--- config.mk ---
export PLATFORM = sky130hd
export DESIGN_NAME = luhn_card_number_check_top
export DESIGN_NICKNAME = d
export VERILOG_FILES = /design/src/sv/lcnc_pkg.sv /design/src/sv/lcnc_b2d.sv /design/src/sv/luhn_card_number_check_top.sv
export VERILOG_INCLUDE_DIRS = /design/src /design/src/sv
export SDC_FILE = /design/constraint.sdc
export NUM_CORES = 1
export LEC_CHECK = 0
export ABC_AREA = 1
export BUFFER_PORTS_ARGS = -buffer_cell sky130_fd_sc_hd__buf_4
export CORE_MARGIN = 4
export CORE_UTILIZATION = 61
export CTS_CLUSTER_SIZE = 20
export DETAILED_ROUTE_END_ITERATION = 8
export GPL_ROUTABILITY_DRIVEN = 0
export PLACE_DENSITY = 0.8
export SYNTH_ARGS = -nofsm -noshare
export SYNTH_HDL_FRONTEND = slang
export SYNTH_SLANG_ARGS = --single-unit
--- constraint.sdc ---
create_clock -name clk_i -period 3.5 [get_ports clk_i]
set_input_delay 0.175 -clock clk_i [delete_from_list [all_inputs] [get_ports clk_i]]
set_output_delay 0.175 -clock clk_i [all_outputs]
set_load 0.005 [all_outputs]
--- src/sv/luhn_card_number_check_top_assert.svh ---
// Assertion macros for the card number check block.
// Used by luhn_card_number_check_top; needs clk_i and rst_ni in scope.
`ifndef LUHN_CARD_NUMBER_CHECK_TOP_ASSERT_SVH
`define LUHN_CARD_NUMBER_CHECK_TOP_ASSERT_SVH

// same-cycle implication
`define LCNC_ASSERT_SAME(lbl, ante, cons, msg) \
  lbl: assert property (@(posedge clk_i) disable iff (!rst_ni) (ante) |-> (cons)) \
    else $error(msg);

// next-cycle implication
`define LCNC_ASSERT_NEXT(lbl, ante, cons, msg) \
  lbl: assert property (@(posedge clk_i) disable iff (!rst_ni) (ante) |=> (cons)) \
    else $error(msg);

`endif

--- src/sv/lcnc_pkg.sv ---
// Shared types and constants for the card number check block.
// No dependencies; used by lcnc_b2d and luhn_card_number_check_top.
package lcnc_pkg;

  localparam int NumberWidth = 64;                 // input bits used, 40..64
  localparam int CardWidth   = 64;                 // port width of card_number
  localparam int BcdDigits   = 20;                 // decimal digits of a 64-bit number
  localparam int BcdWidth    = BcdDigits * 4;
  localparam int BitCntW     = $clog2(NumberWidth);
  localparam int DigIdxW     = $clog2(BcdDigits);
  localparam int CountW      = 5;

  typedef enum logic [1:0] {
    ST_IDLE,
    ST_CONV,
    ST_DIGIT,
    ST_FINISH
  } state_e;

  typedef enum logic [1:0] {
    BRAND_NONE   = 2'd0,
    BRAND_P34_37 = 2'd1,
    BRAND_P51_55 = 2'd2,
    BRAND_P4     = 2'd3
  } brand_e;

endpackage

--- src/sv/lcnc_b2d.sv ---
// Bit-serial binary to BCD converter (shift and add-3), one input bit per cycle.
// Depends on lcnc_pkg.
module lcnc_b2d (
  input  logic                                clk_i,
  input  logic                                rst_ni,
  input  logic                                start_i,
  input  logic [lcnc_pkg::NumberWidth-1:0]    number_i,
  output logic                                done_o,
  output logic [lcnc_pkg::BcdWidth-1:0]       bcd_o
);

  logic                               busy_q, busy_d;
  logic                               done_q, done_d;
  logic [lcnc_pkg::BitCntW-1:0]       cnt_q, cnt_d;
  logic [lcnc_pkg::NumberWidth-1:0]   bin_q, bin_d;
  logic [lcnc_pkg::BcdWidth-1:0]      bcd_q, bcd_d;
  logic [lcnc_pkg::BcdWidth-1:0]      adj;

  // add 3 to every digit of 5 or more before the shift
  always_comb begin
    adj = bcd_q;
    for (int i = 0; i < lcnc_pkg::BcdDigits; i++) begin
      if (bcd_q[4*i +: 4] >= 4'd5) begin
        adj[4*i +: 4] = bcd_q[4*i +: 4] + 4'd3;
      end
    end
  end

  always_comb begin
    busy_d = busy_q;
    done_d = 1'b0;
    cnt_d  = cnt_q;
    bin_d  = bin_q;
    bcd_d  = bcd_q;
    if (start_i) begin
      busy_d = 1'b1;
      cnt_d  = lcnc_pkg::BitCntW'(lcnc_pkg::NumberWidth - 1);
      bin_d  = number_i;
      bcd_d  = '0;
    end else if (busy_q) begin
      bin_d = {bin_q[lcnc_pkg::NumberWidth-2:0], 1'b0};
      bcd_d = {adj[lcnc_pkg::BcdWidth-2:0], bin_q[lcnc_pkg::NumberWidth-1]};
      cnt_d = cnt_q - 1'b1;
      if (cnt_q == '0) begin
        busy_d = 1'b0;
        done_d = 1'b1;
      end
    end
  end

  always_ff @(posedge clk_i or negedge rst_ni) begin
    if (!rst_ni) begin
      busy_q <= 1'b0;
      done_q <= 1'b0;
      cnt_q  <= '0;
    end else begin
      busy_q <= busy_d;
      done_q <= done_d;
      cnt_q  <= cnt_d;
    end
  end

  always_ff @(posedge clk_i) begin
    bin_q <= bin_d;
    bcd_q <= bcd_d;
  end

  assign done_o = done_q;
  assign bcd_o  = bcd_q;

endmodule

--- src/sv/luhn_card_number_check_top.sv ---
// Card number check: checks the mod-10 digit sum of a binary card number and
// classes its brand from digit count and leading digits.
// Usage:
//   Input channel in_valid_i/in_ready_o carries card_number_i, one word per
//   number; only the low NumberWidth bits are used.
//   Output channel out_valid_o/out_ready_i carries brand_o, checksum_ok_o and
//   digit_count_o, one word per input word.
//   Timing: one number at a time. After acceptance the number is converted to
//   decimal one bit per cycle, then its 20 decimal digits are scanned one per
//   cycle, then the FINISH state loads the result once the output register is
//   free; the block then returns to idle and takes the next number from there.
//   The bit-serial converter takes most of the time from input to output.
//   The result sits in an output register, so a new number is accepted while
//   the previous result still waits; if the receiver stalls past the end of
//   the next number's scan, the block holds that result and takes no input.
//   Reset clears the controller and the output valid; no clearing pass.
// Depends on lcnc_pkg, lcnc_b2d and luhn_card_number_check_top_assert.svh.
`include "luhn_card_number_check_top_assert.svh"

module luhn_card_number_check_top (
  input  logic                               clk_i,
  input  logic                               rst_ni,
  input  logic                               in_valid_i,
  output logic                               in_ready_o,
  input  logic [lcnc_pkg::CardWidth-1:0]     card_number_i,
  output logic                               out_valid_o,
  input  logic                               out_ready_i,
  output logic [1:0]                         brand_o,
  output logic                               checksum_ok_o,
  output logic [lcnc_pkg::CountW-1:0]        digit_count_o
);

  lcnc_pkg::state_e                 state_q, state_d;
  logic                             conv_start;
  logic                             conv_done;
  logic [lcnc_pkg::BcdWidth-1:0]    conv_bcd;
  logic                             out_load;
  logic                             out_free;

  // digit scan registers
  logic [lcnc_pkg::BcdWidth-1:0]    dig_q;
  logic [lcnc_pkg::DigIdxW-1:0]     idx_q;
  logic [3:0]                       acc_q, acc_d;
  logic [lcnc_pkg::CountW-1:0]      cnt_q;
  logic [3:0]                       lead1_q;
  logic [3:0]                       lead_lo_q;
  logic [3:0]                       prev_q;
  logic                             last_dig;

  logic [3:0]                       cur;
  logic [4:0]                       dbl;
  logic [3:0]                       dval;
  logic [4:0]                       sum5;
  lcnc_pkg::brand_e                 brand_d;

  logic                             out_valid_q;
  logic [1:0]                       brand_q;
  logic                             ok_q;
  logic [lcnc_pkg::CountW-1:0]      count_q;

  lcnc_b2d u_b2d (
    .clk_i    (clk_i),
    .rst_ni   (rst_ni),
    .start_i  (conv_start),
    .number_i (card_number_i[lcnc_pkg::NumberWidth-1:0]),
    .done_o   (conv_done),
    .bcd_o    (conv_bcd)
  );

  assign last_dig = (idx_q == lcnc_pkg::DigIdxW'(lcnc_pkg::BcdDigits - 1));
  assign out_free = !out_valid_q || out_ready_i;

  // next state
  always_comb begin
    state_d = state_q;
    unique case (state_q)
      lcnc_pkg::ST_IDLE:   if (in_valid_i) state_d = lcnc_pkg::ST_CONV;
      lcnc_pkg::ST_CONV:   if (conv_done) state_d = lcnc_pkg::ST_DIGIT;
      lcnc_pkg::ST_DIGIT:  if (last_dig) state_d = lcnc_pkg::ST_FINISH;
      lcnc_pkg::ST_FINISH: if (out_free) state_d = lcnc_pkg::ST_IDLE;
      default:             state_d = lcnc_pkg::ST_IDLE;
    endcase
  end

  // FSM outputs
  always_comb begin
    in_ready_o = 1'b0;
    conv_start = 1'b0;
    out_load   = 1'b0;
    unique case (state_q)
      lcnc_pkg::ST_IDLE: begin
        in_ready_o = 1'b1;
        conv_start = in_valid_i;
      end
      lcnc_pkg::ST_FINISH: out_load = out_free;
      default: ;
    endcase
  end

  always_ff @(posedge clk_i or negedge rst_ni) begin
    if (!rst_ni) begin
      state_q <= lcnc_pkg::ST_IDLE;
    end else begin
      state_q <= state_d;
    end
  end

  // one digit of the Luhn sum per cycle, least significant first
  always_comb begin
    cur  = dig_q[3:0];
    dbl  = {cur, 1'b0};
    dval = cur;
    if (idx_q[0]) begin
      dval = (dbl > 5'd9) ? 4'(dbl - 5'd9) : dbl[3:0];
    end
    sum5  = {1'b0, acc_q} + {1'b0, dval};
    acc_d = (sum5 >= 5'd10) ? 4'(sum5 - 5'd10) : sum5[3:0];
  end

  always_ff @(posedge clk_i) begin
    if (state_q == lcnc_pkg::ST_CONV && conv_done) begin
      dig_q     <= conv_bcd;
      idx_q     <= '0;
      acc_q     <= '0;
      cnt_q     <= '0;
      lead1_q   <= '0;
      lead_lo_q <= '0;
      prev_q    <= '0;
    end else if (state_q == lcnc_pkg::ST_DIGIT) begin
      dig_q  <= {4'd0, dig_q[lcnc_pkg::BcdWidth-1:4]};
      idx_q  <= idx_q + 1'b1;
      acc_q  <= acc_d;
      prev_q <= cur;
      if (cur != 4'd0) begin
        // highest non-zero digit so far sets count and leading pair
        cnt_q     <= lcnc_pkg::CountW'(idx_q) + 1'b1;
        lead1_q   <= cur;
        lead_lo_q <= prev_q;
      end
    end
  end

  always_comb begin
    brand_d = lcnc_pkg::BRAND_NONE;
    if (acc_q == 4'd0) begin
      if (cnt_q == 5'd15 && lead1_q == 4'd3 && (lead_lo_q == 4'd4 || lead_lo_q == 4'd7)) begin
        brand_d = lcnc_pkg::BRAND_P34_37;
      end else if (cnt_q == 5'd16 && lead1_q == 4'd5 && lead_lo_q >= 4'd1
                   && lead_lo_q <= 4'd5) begin
        brand_d = lcnc_pkg::BRAND_P51_55;
      end else if ((cnt_q == 5'd16 || cnt_q == 5'd13) && lead1_q == 4'd4) begin
        brand_d = lcnc_pkg::BRAND_P4;
      end
    end
  end

  always_ff @(posedge clk_i or negedge rst_ni) begin
    if (!rst_ni) begin
      out_valid_q <= 1'b0;
    end else if (out_load) begin
      out_valid_q <= 1'b1;
    end else if (out_ready_i) begin
      out_valid_q <= 1'b0;
    end
  end

  always_ff @(posedge clk_i) begin
    if (out_load) begin
      brand_q <= brand_d;
      ok_q    <= (acc_q == 4'd0);
      count_q <= cnt_q;
    end
  end

  assign out_valid_o   = out_valid_q;
  assign brand_o       = brand_q;
  assign checksum_ok_o = ok_q;
  assign digit_count_o = count_q;

  `LCNC_ASSERT_SAME(a_done_in_conv, conv_done, state_q == lcnc_pkg::ST_CONV,
                    "conversion finished outside CONV")
  `LCNC_ASSERT_NEXT(a_scan_ends, state_q == lcnc_pkg::ST_DIGIT && last_dig,
                    state_q == lcnc_pkg::ST_FINISH, "digit scan overran")
  `LCNC_ASSERT_SAME(a_brand_needs_ok, out_valid_o && brand_o != lcnc_pkg::BRAND_NONE,
                    checksum_ok_o, "brand given with failed checksum")
  `LCNC_ASSERT_SAME(a_p34_count, out_valid_o && brand_o == lcnc_pkg::BRAND_P34_37,
                    digit_count_o == 5'd15, "fifteen-digit brand with wrong count")
  `LCNC_ASSERT_NEXT(a_load_sets_valid, out_load, out_valid_o, "result load lost")

endmodule
==> results.toml <==
[floorplan]
die_y_um = 150
die_w_um = 150
rows = 51
start_util_pct = 62.8
io_pins = 78
core_sq_um = 19700
die_area_sq_um = 22600

[critical_path]
crit_path_top_delay_cell = "fa_1"
crit_path_max_fanout = 4
worst_ep_required_time_ps = 3930
cp_slowest_stage_delay_ps = 420
cp-start-kind = "flop"
crit_buf_inv = 3
crit_type = "reg -> reg"
cp_common_cell = "nand2_1"
cp_top_family = "simple AND/OR/NAND/NOR gates"
crit_arrival_ps = 3400
r2r_setup_slack_ps = 530
path_cells = "inv_1 > ha_1 > or2_2 > nand2_2 > xor2_1 > nand2_1 > o21ai_2 > inv_1 > fa_1 > inv_1 > nand2_1 > and2_1 > ha_1 > nand2_1 > nand3_1 > nand2_1 > nand2_1 > nand3_1 > nand2_1"
crit_path_end_kind = "flop"

[power_and_ir_drop]
power.switching_uw = 5260
p_int_uw = 8980
seq_power_share_pct = 42.0
power.density_nw_per_um2 = 970
switching_share_pct = 36.9
leakagePower_uw = 0.00662
ir_drop_mv = 0.598
clkPwrFrac_pct = 20.4
comb_power_share_pct = 37.6
finalPower_uw = 14200

[yosys]
synth_edf_count = 152
synth_cell_types = 35
netlist_instances = 1359
synth_flop_cell = "edfxtp_1"
ys_seq_area_share_pct = 56.4
async_flop_share_pct = 4.09
avgSynthCellArea_sq_um = 9.08
syn_nets = 1481
synth-seq-cells = 269
yosys_warnings = 0
syn_area_sq_um = 12300

[route]
dr.pass1.iters = 5
avgViaCountPerCell = 5.50
ant_nets = 0
wire_per_inst_um = 15.4
vias = 9755
drc = 0
drt_iter0_drc = 814
routed_wl_um = 27300

[global_routing]
gr-total-overflow = 0
antenna_found_initial = 0
grt_max_degree = 171
grt_pass1_vias = 9498
grt_pass1_wl_um = 45100
track_usage_pct = 24.3

[min_path]
hp-class = "in -> async"

[cts]
cts_made_buffers = 27
clk_latency_ps = 540
cts-resized-gates = 0
cts_tree = "yes"
clk_pin_slew_worst_paths_ps = 70
cts-root-buf = "clkbuf_16"
cts_sinks = 269
htree_levels = 1
cts_buffer_depth = 3

[final_layout]
nets = 1609
area_growth_pct = 18.9
diodes = 0
final_util_pct = 74.7
fillCellCount = 1363
layout-drive-gt1-share_pct = 10.2

[run]
drv_cap = 0

[sta]
max_freq_mhz = 336
finalMaxSlewViolations = 0
slew_headroom_pct = 45.7
holdWs_ps = 34.0
min_period_over_period_pct = 84.9
rsz0062_at_grt = "no"
tightestPinTransition_ps = 814
period_needed_ps = 2970
hold_viol_final = 0
skew_ps = 13.2
fin_tns_setup_ps = 0
finalSetupViolations = 0

[placement]
numPortBuffers = 77
dpl.hpwl_um = 15300

[run_status]
status = "completed"
layout make-up:
class                           count  area (sq um)  share of cell area (%)
Tap cell                          265           332                    2.26
Inverter                          150           567                    3.86
Clock buffer                       40           754                    5.14
Multi-Input combinational cell    887          4590                    31.3
Timing Repair Buffer              152          1340                    9.16
Clock inverter                     10           126                   0.861
Sequential cell                   269          6960                    47.4
power by group through the flow:
stage | Combinational (uW) | Sequential (uW) | Clock [uW]
2_1_floorplan | 4020 | 5790 | 0
3_3_place_gp | 4920 | 5920 | 0
3_5_place_dp | 5150 | 5970 | 0
4_1_cts | 5280 | 5930 | 2930
5_1_grt | 6160 | 6130 | 3080
6_report | 5360 | 5980 | 2900
state kept, by name (all words and copies together) (netlist names):
name	cells
state_q	2
lead1_q	4
prev_q	4
out_valid_o	1
u_b2d.cnt_q	6
acc_q	4
u_b2d.busy_q	1
u_b2d.bcd_o	80
lead_lo_q	4
u_b2d.done_o	1
dig_q	80
digit_count_o	5
brand_o	2
u_b2d.bin_q	64
checksum_ok_o	1
cnt_q	5
idx_q	5
layout by cell type (no fill, tap or decap), types with 3 or more instances in the layout:
cell,synthesis,final
o22ai_1,23,23
o21ai_1,34,34
nand3_1,43,43
nor3_1,3,3
inv_1,145,144
clkbuf_8,0,3
buf_4,0,83
nor2_1,29,29
dlygate4sd3_1,0,66
clkbuf_1,18,10
clkinv_2,0,5
ha_1,53,53
o211ai_1,21,21
buf_12,0,3
nand2_1,387,387
o21ai_0,164,164
edfxtp_1,152,152
dfxtp_1,106,106
dfrtp_1,11,11
or2_2,18,18
a21oi_1,58,58
xor2_1,13,13
o31ai_1,20,20
bufinv_16,0,3
clkbuf_16,0,27
inv_2,5,4
kinds of logic (layout without fill, tap and decap cells):
kind of cell,after synthesis,after routing,share of synthesized area (%)
DFF,269,269,56.4
AOI/OAI and AO/OA,326,326,14.4
xor gates and xnor gates,15,15,1.06
buffers and inverters,203,352,6.46
adders and majority gates,54,54,5.53
and+or+nand+nor,492,492,16.1
synth_stat cells (11+ instances only):
cell / instances / area (sq um)
a21oi_1: 58 / 290
buf_2: 28 / 140
clkbuf_1: 18 / 67.6
dfrtp_1: 11 / 275
dfxtp_1: 106 / 2120
edfxtp_1: 152 / 4560
ha_1: 53 / 663
inv_1: 145 / 544
nand2_1: 387 / 1450
nand3_1: 43 / 215
nor2_1: 29 / 109
o211ai_1: 21 / 158
o21ai_0: 164 / 821
o21ai_1: 34 / 170
o22ai_1: 23 / 144
o31ai_1: 20 / 150
or2_2: 18 / 113
xor2_1: 13 / 114
metal layers:
metal	GRT usage (%)	part of all wire, %
met1	31.5	42
met2	41.4	50
met3	3.55	4.5
met4	9.38	3.6
met5	0	0
timing repair:
item / 4_1_cts / 5_1_grt
setup endpoints to repair: 0 / 0
hold buffers: 66 / 0
buffers inserted: 0 / 0
hold endpoints to repair: 76 / 0
through the flow:
step | cells | cell area, sq um | worst slack [ps]
after floorplan | 1359 | 12300 | 814
after global placement | 1657 | 13100 | 692
after detailed placement | 1657 | 13100 | 544
after CTS | 1773 | 14700 | 529
after global routing | 1773 | 14700 | 272
final | 1773 | 14700 | 528
final timing paths:
path,startpoint,end,cells after the start
setup / recovery,dig_q[0],acc_q[1],19
hold / removal,rst_ni,u_b2d.cnt_q[2],2
setup reg to reg,dig_q[0],acc_q[1],19
max in group asynchronous,rst_ni,u_b2d.cnt_q[4],2
min in group clk_i,in_valid_i,state_q[1],4
hold reg to reg,cnt_q[4],digit_count_o[4],0
No activity file was read; power rests on OpenSTA's default activity.
